===== config.mk =====
export PLATFORM = sky130hd
export DESIGN_NAME = int64_to_base100_number
export DESIGN_NICKNAME = d
export VERILOG_FILES = /design/src/sv/i2b_pkg.sv /design/src/sv/i2b_cell.sv /design/src/sv/int64_to_base100_number.sv
export SDC_FILE = /design/constraint.sdc
export NUM_CORES = 1
export LEC_CHECK = 0
export ABC_AREA = 1
export BUFFER_PORTS_ARGS = -buffer_cell sky130_fd_sc_hd__buf_2
export CAP_MARGIN = 20
export CORE_ASPECT_RATIO = 1.75
export CORE_MARGIN = 1.5
export CORE_UTILIZATION = 26
export CTS_CLUSTER_DIAMETER = 150
export DETAILED_ROUTE_END_ITERATION = 8
export SYNTH_ARGS = -nofsm -noshare
export SYNTH_HDL_FRONTEND = slang
export SYNTH_SLANG_ARGS = --single-unit

===== constraint.sdc =====
create_clock -name clk_i -period 3.95 [get_ports clk_i]
set_clock_uncertainty 0.2 [all_clocks]
set_input_delay 0.9875 -clock clk_i [delete_from_list [all_inputs] [get_ports clk_i]]
set_output_delay 0.9875 -clock clk_i [all_outputs]
set_load 0.01 [all_outputs]

===== src/sv/i2b_pkg.sv =====
// Shared constants and types of the base-100 NUMBER encoder.
// Used by i2b_cell, int64_to_base100_number and i2b_checker; depends on nothing.
`default_nettype none

package i2b_pkg;

  localparam int unsigned ValueW    = 64;
  localparam int unsigned ByteW     = 8;
  localparam int unsigned DigitW    = 7;
  localparam int unsigned DigitsMax = 10;
  localparam int unsigned StepBits  = 2;
  localparam int unsigned Steps     = ValueW / StepBits;
  localparam int unsigned ConvLast  = Steps + DigitsMax - 2;
  localparam int unsigned CntW      = $clog2(ConvLast + 1);
  localparam int unsigned IdxW      = $clog2(DigitsMax);
  localparam int unsigned CellSumW  = DigitW + StepBits;

  localparam logic [CellSumW-1:0] Radix  = CellSumW'(100);
  localparam logic [CellSumW-1:0] Radix2 = CellSumW'(200);
  localparam logic [CellSumW-1:0] Radix3 = CellSumW'(300);

  localparam logic [ByteW-1:0] ZeroByte    = 8'h80;
  localparam logic [ByteW-1:0] ExpFlag     = 8'h80;
  localparam logic [ByteW-1:0] ExpBias     = 8'd65;
  localparam logic [ByteW-1:0] NegDigitTop = 8'd101;
  localparam logic [ByteW-1:0] TermByte    = 8'h66;

  typedef struct packed {
    logic                vld;
    logic [StepBits-1:0] carry;
  } link_t;

endpackage

`default_nettype wire


===== src/sv/i2b_cell.sv =====
// One base-100 digit cell of the binary-to-base-100 conversion chain.
// Depends on i2b_pkg for widths and the link type.
`default_nettype none

module i2b_cell (
  input  wire logic                       clk_i,
  input  wire logic                       rst_ni,
  input  wire logic                       clr_i,
  input  wire i2b_pkg::link_t             link_i,
  output i2b_pkg::link_t                  link_o,
  output logic [i2b_pkg::DigitW-1:0]      digit_o
);

  logic [i2b_pkg::DigitW-1:0]   digit_q, digit_d;
  i2b_pkg::link_t               link_q, link_d;
  logic [i2b_pkg::CellSumW-1:0] sum;
  logic [i2b_pkg::CellSumW-1:0] rem;
  logic [i2b_pkg::StepBits-1:0] cout;

  // Each step the digit is scaled by four and the incoming carry added.
  always_comb begin
    sum = {digit_q, {i2b_pkg::StepBits{1'b0}}} + i2b_pkg::CellSumW'(link_i.carry);
    if (sum >= i2b_pkg::Radix3) begin
      cout = 2'd3;
      rem  = sum - i2b_pkg::Radix3;
    end else if (sum >= i2b_pkg::Radix2) begin
      cout = 2'd2;
      rem  = sum - i2b_pkg::Radix2;
    end else if (sum >= i2b_pkg::Radix) begin
      cout = 2'd1;
      rem  = sum - i2b_pkg::Radix;
    end else begin
      cout = 2'd0;
      rem  = sum;
    end
  end

  always_comb begin
    digit_d      = digit_q;
    link_d.vld   = 1'b0;
    link_d.carry = cout;
    if (clr_i) begin
      digit_d = '0;
    end else if (link_i.vld) begin
      digit_d    = rem[i2b_pkg::DigitW-1:0];
      link_d.vld = 1'b1;
    end
  end

  always_ff @(posedge clk_i or negedge rst_ni) begin
    if (!rst_ni) begin
      digit_q <= '0;
      link_q  <= '0;
    end else begin
      digit_q <= digit_d;
      link_q  <= link_d;
    end
  end

  assign link_o  = link_q;
  assign digit_o = digit_q;

endmodule

`default_nettype wire


===== src/sv/int64_to_base100_number.sv =====
// Top level of the signed 64-bit to base-100 NUMBER encoder.
// Depends on i2b_pkg and instantiates a chain of i2b_cell digit cells.
// A new integer is taken only in the idle state, after the last byte of the previous one has been
// issued; an encoding has 1 to 12 bytes.
// Conversion runs 32 two-bit steps through the ten-cell chain and its skew, then a scan, then the bytes.
// Reset is asynchronous and clears all control state; no clearing pass.
`default_nettype none

module int64_to_base100_number (
  input  wire logic                         clk_i,
  input  wire logic                         rst_ni,
  input  wire logic                         in_valid_i,
  output logic                              in_ready_o,
  input  wire logic signed [i2b_pkg::ValueW-1:0] value_i,
  output logic                              out_valid_o,
  input  wire logic                         out_ready_i,
  output logic [i2b_pkg::ByteW-1:0]         out_byte_o,
  output logic                              last_o
);

  localparam logic [2:0] S_IDLE = 3'd0;
  localparam logic [2:0] S_CONV = 3'd1;
  localparam logic [2:0] S_SCAN = 3'd2;
  localparam logic [2:0] S_EXP  = 3'd3;
  localparam logic [2:0] S_DIG  = 3'd4;
  localparam logic [2:0] S_TERM = 3'd5;

  logic [2:0]                   state_q, state_d;
  logic [i2b_pkg::CntW-1:0]     cnt_q, cnt_d;
  logic [i2b_pkg::ValueW-1:0]   mag_q, mag_d;
  logic                         neg_q, neg_d;
  logic [i2b_pkg::IdxW-1:0]     hi_q, hi_d, lo_q, lo_d, idx_q, idx_d;
  logic                         nz_q, nz_d;
  logic                         out_valid_q, out_valid_d;
  logic [i2b_pkg::ByteW-1:0]    out_byte_q, out_byte_d;
  logic                         last_q, last_d;

  logic                         in_acc;
  logic                         out_free;
  logic [i2b_pkg::DigitW-1:0]   cur_digit;
  i2b_pkg::link_t               link_w [i2b_pkg::DigitsMax];
  logic [i2b_pkg::DigitW-1:0]   digit_w [i2b_pkg::DigitsMax];

  assign in_ready_o = (state_q == S_IDLE);
  assign in_acc     = in_valid_i && in_ready_o;
  assign out_free   = !out_valid_q || out_ready_i;

  assign link_w[0].vld   = (state_q == S_CONV) && (cnt_q < i2b_pkg::CntW'(i2b_pkg::Steps));
  assign link_w[0].carry = mag_q[i2b_pkg::ValueW-1 -: i2b_pkg::StepBits];

  for (genvar g = 0; g < i2b_pkg::DigitsMax; g++) begin : g_cell
    if (g == i2b_pkg::DigitsMax - 1) begin : g_end
      i2b_cell u_cell (
        .clk_i   (clk_i),
        .rst_ni  (rst_ni),
        .clr_i   (in_acc),
        .link_i  (link_w[g]),
        .link_o  (),
        .digit_o (digit_w[g])
      );
    end else begin : g_mid
      i2b_cell u_cell (
        .clk_i   (clk_i),
        .rst_ni  (rst_ni),
        .clr_i   (in_acc),
        .link_i  (link_w[g]),
        .link_o  (link_w[g+1]),
        .digit_o (digit_w[g])
      );
    end
  end

  assign cur_digit = digit_w[idx_q];

  always_comb begin
    state_d     = state_q;
    cnt_d       = cnt_q;
    mag_d       = mag_q;
    neg_d       = neg_q;
    hi_d        = hi_q;
    lo_d        = lo_q;
    nz_d        = nz_q;
    idx_d       = idx_q;
    out_valid_d = out_valid_q && !out_ready_i;
    out_byte_d  = out_byte_q;
    last_d      = last_q;

    unique case (state_q)
      S_IDLE: begin
        if (in_acc) begin
          neg_d   = value_i[i2b_pkg::ValueW-1];
          mag_d   = value_i[i2b_pkg::ValueW-1] ? (~value_i + 64'd1) : value_i;
          cnt_d   = '0;
          state_d = S_CONV;
        end
      end
      S_CONV: begin
        mag_d = {mag_q[i2b_pkg::ValueW-i2b_pkg::StepBits-1:0], {i2b_pkg::StepBits{1'b0}}};
        cnt_d = cnt_q + 1'b1;
        if (cnt_q == i2b_pkg::CntW'(i2b_pkg::ConvLast)) begin
          state_d = S_SCAN;
        end
      end
      S_SCAN: begin
        nz_d = 1'b0;
        hi_d = '0;
        lo_d = '0;
        for (int i = 0; i < i2b_pkg::DigitsMax; i++) begin
          if (digit_w[i] != '0) begin
            hi_d = i2b_pkg::IdxW'(i);
            nz_d = 1'b1;
          end
        end
        for (int i = i2b_pkg::DigitsMax - 1; i >= 0; i--) begin
          if (digit_w[i] != '0) begin
            lo_d = i2b_pkg::IdxW'(i);
          end
        end
        state_d = S_EXP;
      end
      S_EXP: begin
        if (out_free) begin
          out_valid_d = 1'b1;
          if (!nz_q) begin
            out_byte_d = i2b_pkg::ZeroByte;
            last_d     = 1'b1;
            state_d    = S_IDLE;
          end else begin
            out_byte_d = i2b_pkg::ExpFlag | (i2b_pkg::ExpBias + i2b_pkg::ByteW'(hi_q));
            if (neg_q) begin
              out_byte_d = ~out_byte_d;
            end
            last_d  = 1'b0;
            idx_d   = hi_q;
            state_d = S_DIG;
          end
        end
      end
      S_DIG: begin
        if (out_free) begin
          out_valid_d = 1'b1;
          if (neg_q) begin
            out_byte_d = i2b_pkg::NegDigitTop - i2b_pkg::ByteW'(cur_digit);
          end else begin
            out_byte_d = i2b_pkg::ByteW'(cur_digit) + 8'd1;
          end
          last_d = !neg_q && (idx_q == lo_q);
          if (idx_q == lo_q) begin
            state_d = neg_q ? S_TERM : S_IDLE;
          end else begin
            idx_d = idx_q - 1'b1;
          end
        end
      end
      S_TERM: begin
        if (out_free) begin
          out_valid_d = 1'b1;
          out_byte_d  = i2b_pkg::TermByte;
          last_d      = 1'b1;
          state_d     = S_IDLE;
        end
      end
      default: begin
        state_d = S_IDLE;
      end
    endcase
  end

  always_ff @(posedge clk_i or negedge rst_ni) begin
    if (!rst_ni) begin
      state_q     <= S_IDLE;
      cnt_q       <= '0;
      out_valid_q <= 1'b0;
    end else begin
      state_q     <= state_d;
      cnt_q       <= cnt_d;
      out_valid_q <= out_valid_d;
    end
  end

  always_ff @(posedge clk_i) begin
    mag_q      <= mag_d;
    neg_q      <= neg_d;
    hi_q       <= hi_d;
    lo_q       <= lo_d;
    nz_q       <= nz_d;
    idx_q      <= idx_d;
    out_byte_q <= out_byte_d;
    last_q     <= last_d;
  end

  assign out_valid_o = out_valid_q;
  assign out_byte_o  = out_byte_q;
  assign last_o      = last_q;

endmodule

`default_nettype wire


==> results by group, run 1 <==
Finish
  – Nets: approximately 2.2k
  – Sequential cell area: around 5300 µm²
  – Antenna Cells: 0
  – Share of layout cells above drive strength 1: ~7.5%
  – Synth-to-Final Area Change: 12.2%
  – Footprint of the multi-input gates: between 8000 and 9000 µm²
  – Layout Utilization: 29.6%
  – Number of fill cells: around 6k

Worst hold path
  – Hold endpoint: g_cell[6].g_mid.u_cell.digit_o[1]$_DFFE_PN0P_
  – Hold Crit Class: register to register
  – Hold depth: 2
  – Hold Startpoint: g_cell[5].g_mid.u_cell.link_o[1]$_DFF_PN0_

Critical path
  – FF-to-FF path depth: 13
  – Critical path fanouts, max: 27
  – Worst r2r src: idx_q[0]$_DFFE_PP_
  – Endpoint kind of the worst setup timing path: register
  – WP data required: around 4.0 ns
  – Worst flop-to-flop path endpoint: out_byte_o[6]$_DFFE_PP_
  – Worst Path Arrival: just under 3 ns
  – Worst setup SP type: register
  – R2r setup slk: ~1.0 ns
  – Setup Crit Path Kind: register to register

Global route
  – Gr usage total: approximately 16%
  – Total grt overflow: 0
  – Initial antenna violation count: 0
  – First-pass GRT wire length: ~74000 µm
  – Number of global-route vias before repair: between 10k and 15k
  – Largest net degree at the start of global routing: between 80 and 90

Die
  – Initial Util: between 20% and 30%
  – Rows: roughly 110
  – Ports: 79
  – Die height: between 300 and 400 µm
  – Core area: 55300 µm²
  – Die X: roughly 180 µm
  – Die area: approximately 58000 µm²

Synthesis
  – Sequential cell area fraction in the yosys report: about 36%
  – Post-synth EDFFs: 87
  – Yosys top cell by area: dfrtp_1
  – Synth area leaders: dfrtp_1 18%, edfxtp_1 18%, nand2_1 13%
  – Post-Syn Area: ~15000 µm²
  – Top post-synthesis cells by count: 503 x nand2_1, 222 x inv_1, 212 x nor2_1
  – Most frequent cell after synthesis: nand2_1
  – Net count after synthesis: ~2.2k
  – Top_reg_cell synth: dfrtp_1
  – Top cell type's share of synthesized area: 18.3%
  – #FFs+latches synth: a little under 200
  – Syn avg cell area: around 7.2 µm²
  – Yosys warnings: 0
  – Synth cell types: 54
  – Cell count after synthesis: just over 2k
  – Asr flop ratio synth: approximately 55%

Power and ir drop
  – LEAKAGE: 7.42 nW
  – Power per cell area: 609 nW/µm²
  – Worst VDD drop: 317 µV

Detailed routing
  – DRC Markers: 0
  – DR pass1 iterations: 5
  – WL final: between 40000 and 50000 µm
  – Vias per cell: about 5.0
  – Final ANT Viol Nets: 0
  – Violation count after the first detailed-route iteration: around 700
  – Vias: approximately 14k
  – Wire per inst: roughly 16 µm

Clock tree
  – Post-CTS Setup Bufs: 0
  – H-tree Lvls: 4
  – CTS tree: built
  – Root Buffer: clkbuf_16
  – Post-CTS Hold Buffers: 0
  – Post-cts repair resize count: 0
  – Cts bufs inserted: 17
  – Clock Sinks: between 150 and 200
  – Clock Pin Slew Worst Setup and Hold Paths: 0.08 ns
  – Worst-skew pair later-pin latency: approximately 0.46 ns
  – CTS max path bufs: 2

STA
  – Slew headroom: 46.1%
  – Worst Setup Slack, final: 1.05 ns
  – Maximum clock frequency: between 300 and 400 MHz
  – # setup viols final: 0
  – Crit path time final: 2.90 ns
  – Worst slew pin tran: just over 0.8 ns
  – Tcrit/Tclk final: 73.5%
  – Pins Over Slew Limit: 0
  – Final hold violation count: 0
  – TNS Setup: 0 ns
  – RSZ-0062 raised after global routing: no

Run
  – Max-cap violations: 0

Placement
  – Dpl ws: around 0.66 ns
  – PortBufs: 78
  – Final estimated routing congestion in global placement: about 0.96
  – Post-DP HPWL: between 30000 and 40000 µm

Outcome
  – Status: finished clean
worst max path at each step:
stage | from | end | slack (ns) | cells past startpoint
final | idx_q[0]$_DFFE_PP_ | out_byte_o[6]$_DFFE_PP_ | 1.05 | 13
after global routing | value_i[0] | mag_q[46]$_DFFE_PP_ | 0.88 | 14
after detailed placement | value_i[0] | mag_q[46]$_DFFE_PP_ | 0.66 | 14
after floorplan | in_valid_i | cnt_q[5]$_DFFE_PN0P_ | 0.39 | 5
after global placement | value_i[0] | mag_q[46]$_DFFE_PP_ | 0.66 | 14
after CTS | idx_q[0]$_DFFE_PP_ | out_byte_o[6]$_DFFE_PP_ | 1.10 | 13
cells in the final DEF (no fill, tap or decap), types with 3 or more instances in the layout:
cell type	Yosys	routed
xnor2_1	18	18
nor4_1	3	3
buf_2	9	77
o22ai_1	31	31
a21oi_1	62	62
nor3_1	24	24
nand3b_1	4	4
inv_1	222	222
edfxtp_1	87	87
inv_6	0	4
clkbuf_16	0	18
xor2_1	77	77
clkinv_1	3	3
dfrtp_1	107	107
ha_1	87	87
a31oi_1	33	33
inv_2	6	6
o21ai_0	190	190
o21ai_1	14	14
nor2_1	212	212
clkinv_2	0	3
nand2_1	503	502
o31ai_1	3	3
nor3_2	6	5
or2_2	5	5
o211ai_1	21	21
buf_4	1	17
a22oi_1	3	3
nand3_1	169	169
nand4_1	47	47
nand2_2	2	3
or2_0	3	3
logic make-up (layout without fill, tap and decap cells):
logic type               count (synthesis)  after routing  share of synthesized area, %
XOR/XNOR                                95             95                          5.70
flip-flops                             194            194                          36.2
buffers and inverters                  279            358                          7.29
adder cells (fa/ha/maj)                 87             87                          7.45
multiplexers                             1              1                        0.0686
AO/OA/AOI/OAI                          376            376                          14.4
AND/OR/NAND/NOR                        989            989                          28.9
where the power goes:
part / internal (mW) / total (mW) / switching, mW
Clock: 0.878 / 1.72 / 0.842
Sequential: 3.11 / 3.63 / 0.522
Combinational: 1.45 / 4.62 / 3.18
Total: 5.43 / 9.97 / 4.54
state kept, by name, indices dropped and copies added, names as in the netlist:
name,count
g_cell.g_end.u_cell.digit_o,7
g_cell.g_mid.u_cell.digit_o,63
out_byte_o,8
out_valid_o,1
idx_q,4
g_cell.g_mid.u_cell.link_o,27
mag_q,64
neg_q,1
last_o,1
lo_q,4
state_q,3
nz_q,1
cnt_q,6
hi_q,4
final cells by class:
cell class / count / area share [%]
Multi-Input combinational cell: 1548 / 50.4
Clock buffer: 20 / 2.88
Clock inverter: 12 / 0.588
Inverter: 231 / 5.29
Sequential cell: 194 / 32.3
Timing Repair Buffer: 95 / 3.25
Tap cell: 696 / 5.31
per-stage QoR:
step | area (µm²) | instances | hold slack, ns | total power [mW]
6_report | 16400 | 2796 | 0.312 | 9.97
2_1_floorplan | 14600 | 2021 | 0.254 | 6.78
4_1_cts | 16400 | 2796 | 0.316 | 10.0
5_1_grt | 16400 | 2796 | 0.345 | 10.8
3_3_place_gp | 15800 | 2764 | 0.266 | 8.22
3_5_place_dp | 15800 | 2764 | 0.286 | 8.30
worst max-delay path, stage by stage, from the launching register on:
cell,delay (ns)
edfxtp_1,0.47
inv_2,0.39
nand2_1,0.17
nand3_1,0.11
nand3_1,0.10
nand3_1,0.21
nand2_1,0.18
ha_1,0.26
nand3_1,0.09
nand2_1,0.11
nand4_1,0.12
nand2_1,0.06
nand2_1,0.07
nand3_1,0.08
per-layer routing:
| layer | vias up | wire length (µm) | global-route usage, % |
|---|---|---|---|
| li1 | 6894 | - | - |
| met1 | 6621 | 16400 | 15.3 |
| met2 | 370 | 24800 | 31.8 |
| met3 | 146 | 1140 | 1.58 |
| met4 | 0 | 3060 | 11.7 |
| met5 | - | 0 | 0 |
Power figures use the tool's default switching activity.
==> run 2: changes to the inputs <==
Clock period 3.95 ns to 3.05 ns, I/O delays scaled along.
==> run 2 against run 1 <==
Effect of this change:
- sequential cell count did not move
- clock power increased by 41%
- fmax up 4.9%
- cell count up 0.61%
- via count rose by 1.0%
- non-clock buffer count rose by 17
- sequential power increased by 29%
- die area is the same
- hold slack worse by 0.015 ns
- combinational power rose by 32%
- register-to-register slack got worse by 0.76 ns
- critical endpoint unchanged
- highest routed layer unchanged
==> results by group, run 2 (synthesis results as in run 1) <==
Global route
  – Gr usage total: 16.5% (+0.44 points)
  – First-pass GRT wire length: 74800 µm (+1.5%)
  – Largest net degree at the start of global routing: 88 (unchanged)
  – Number of global-route vias before repair: 14.4k (-0.24%)
  – Total grt overflow: 0 (unchanged)
  – Initial antenna violation count: 0 (unchanged)

Clock tree
  – CTS tree: built
  – Clock Pin Slew Worst Setup and Hold Paths: 0.09 ns (about the same)
  – Cts bufs inserted: 17 (unchanged)
  – Clock Sinks: 194 (unchanged)
  – CTS max path bufs: 2 (unchanged)
  – Root Buffer: clkbuf_16
  – H-tree Lvls: 4 (unchanged)
  – Worst-skew pair later-pin latency: 0.47 ns (about the same)

Worst hold path
  – Hold endpoint: g_cell[8].g_mid.u_cell.digit_o[1]$_DFFE_PN0P_
  – Hold Crit Class: register to register
  – Hold Startpoint: g_cell[7].g_mid.u_cell.link_o[1]$_DFF_PN0_
  – Hold depth: 2 (unchanged)

Critical path
  – Worst flop-to-flop path endpoint: out_byte_o[6]$_DFFE_PP_
  – Critical path cell sequence: inv_2, nand2_1, nand3_1, nand3_1, nand3_1, nand2_1, ha_1, nand3_1, nand2_1, nand4_1, nand2_1, nand2_1, nand3_1
  – Setup Crit Path Kind: register to register
  – Endpoint kind of the worst setup timing path: register
  – Critical path fanouts, max: 22 (-19%)
  – WP data required: 3.06 ns (-0.90 ns)
  – Worst r2r src: idx_q[0]$_DFFE_PP_
  – Biggest cell delay along the critical path: 0.50 ns (+0.03 ns)
  – Worst Path Arrival: 2.77 ns (-0.14 ns)
  – Worst setup SP type: register
  – FF-to-FF path depth: 13 (unchanged)
  – Crit path max-delay cell type: edfxtp_1
  – R2r setup slk: 0.28 ns (-0.76 ns)

Detailed routing
  – Violation count after the first detailed-route iteration: 917 (+31%)
  – DR pass1 iterations: 5 (unchanged)
  – Vias: 14.2k (+1.0%)
  – Wire per inst: 16.7 µm (+2.6%)
  – WL final: 46900 µm (+3.2%)
  – Final ANT Viol Nets: 0 (unchanged)
  – DRC Markers: 0 (unchanged)
  – Vias per cell: 5.04 (+0.44%)

STA
  – Pins Over Slew Limit: 0 (unchanged)
  – Final hold violation count: 0 (unchanged)
  – Tcrit/Tclk final: 90.7% (+17 points)
  – # setup viols final: 0 (unchanged)
  – RSZ-0062 raised after global routing: no
  – Worst slew pin tran: 0.720 ns (-0.0889 ns)
  – Crit path time final: 2.77 ns (-0.136 ns)
  – TNS Setup: 0 ns (unchanged)
  – Slew headroom: 51.8% (+5.7 points)
  – Hold slack: 0.298 ns (-0.0146 ns)
  – Worst Setup Slack, final: 0.284 ns (-0.764 ns)
  – Maximum clock frequency: 362 MHz (+4.9%)

Die
  – Core area: 55300 µm² (unchanged)
  – Die X: 182 µm (unchanged)
  – Rows: 114 (unchanged)
  – Die height: 316 µm (unchanged)
  – Ports: 79 (unchanged)
  – Die area: 57600 µm² (unchanged)
  – Initial Util: 26.4% (unchanged)

Placement
  – Dpl ws: 0.133 ns (-0.529 ns)
  – PortBufs: 78 (unchanged)
  – Final estimated routing congestion in global placement: 0.997 (+4.2%)
  – Post-DP HPWL: 36900 µm (+3.1%)
  – Placed cell area: 16000 µm² (+0.92%)
  – Dpl cells: 2780 (+0.58%)

Finish
  – Non-Filler Instances: 2813 (+0.61%)
  – Final Cell Area: 16600 µm² (+1.3%)
  – Nets: 2259 (+0.76%)
  – Layout Utilization: 30.0% (+0.38 points)
  – Antenna Cells: 0 (unchanged)
  – Share of layout cells above drive strength 1: 8.12% (+0.65 points)
  – Most frequent cells in the layout: 502 x nand2_1, 222 x inv_1, 212 x nor2_1
  – Most flop-heavy register: mag_q
  – Commonest non-fill, non-tap cell in the layout: nand2_1
  – Synth-to-Final Area Change: 13.6%
  – Max FFs per register: 64 (unchanged)

Run
  – Max-cap violations: 0 (unchanged)

Power and ir drop
  – Power per cell area: 797 nW/µm² (+31%)
  – LEAKAGE: 7.53 nW (+1.5%)
  – Power Total: 13.2 mW (+33%)
  – Worst VDD drop: 434 µV (+37%)

Outcome
  – Status: finished clean
run 2: changes by cell type in the layout (fill, tap and decap cells not counted), sizes merged:
cell         delta
inv             +2
dlygate4sd3     +1
buf            +16
bufinv          +2
clkinvlp        -1
clkbuf          -3
run 2: repair_timing:
item | CTS | global route
setup buffers | 0 | 0
endpoints found under the hold margin | 10 | 0
gates resized for setup | 0 | 0
hold buffers | 1 | 0
run 2: per-layer routing:
metal  up-vias  GRT usage [%]  share of wire [%]
met5         -              0                  0
li1       6917              -                  -
met2       428           32.4                 54
met4         0           11.6                6.7
met1      6680           15.9                 36
met3       153           1.96                2.9
run 2: worst max-delay path: cells and delay by family (launching register included):
family	cells	cell delay, ns
and+or+nand+nor	11	1.20
DFF	1	0.50
buffers and inverters	1	0.36
adders and majority gates	1	0.26
run 2: report_power, final:
group / internal [mW] / total, mW / leakage [nW] / switching [mW]
clock: 1.25 / 2.43 / 0.299 / 1.17
combinational: 1.92 / 6.10 / 4.96 / 4.18
sequential: 4.03 / 4.70 / 2.27 / 0.673
run 2: layout make-up:
type,instances,area [µm²]
Inverter,231,867
Clock buffer,17,425
Multi-Input combinational cell,1548,8260
Timing Repair Buffer,112,688
Fill cell,6026,38800
Tap cell,696,871
Sequential cell,194,5290
Clock inverter,15,195
run 2: worst max path at each step:
stage / from / endpoint / slack (ns) / cells after the start
2_1_floorplan: state_q[1]$_DFFE_PN0P_ / cnt_q[5]$_DFFE_PN0P_ / 0.34 / 8
3_3_place_gp: value_i[2] / mag_q[55]$_DFFE_PP_ / 0.14 / 13
3_5_place_dp: value_i[0] / mag_q[46]$_DFFE_PP_ / 0.13 / 14
4_1_cts: idx_q[0]$_DFFE_PP_ / out_byte_o[6]$_DFFE_PP_ / 0.30 / 13
5_1_grt: idx_q[0]$_DFFE_PP_ / out_byte_o[6]$_DFFE_PP_ / 0.04 / 13
6_report: idx_q[0]$_DFFE_PP_ / out_byte_o[6]$_DFFE_PP_ / 0.28 / 13
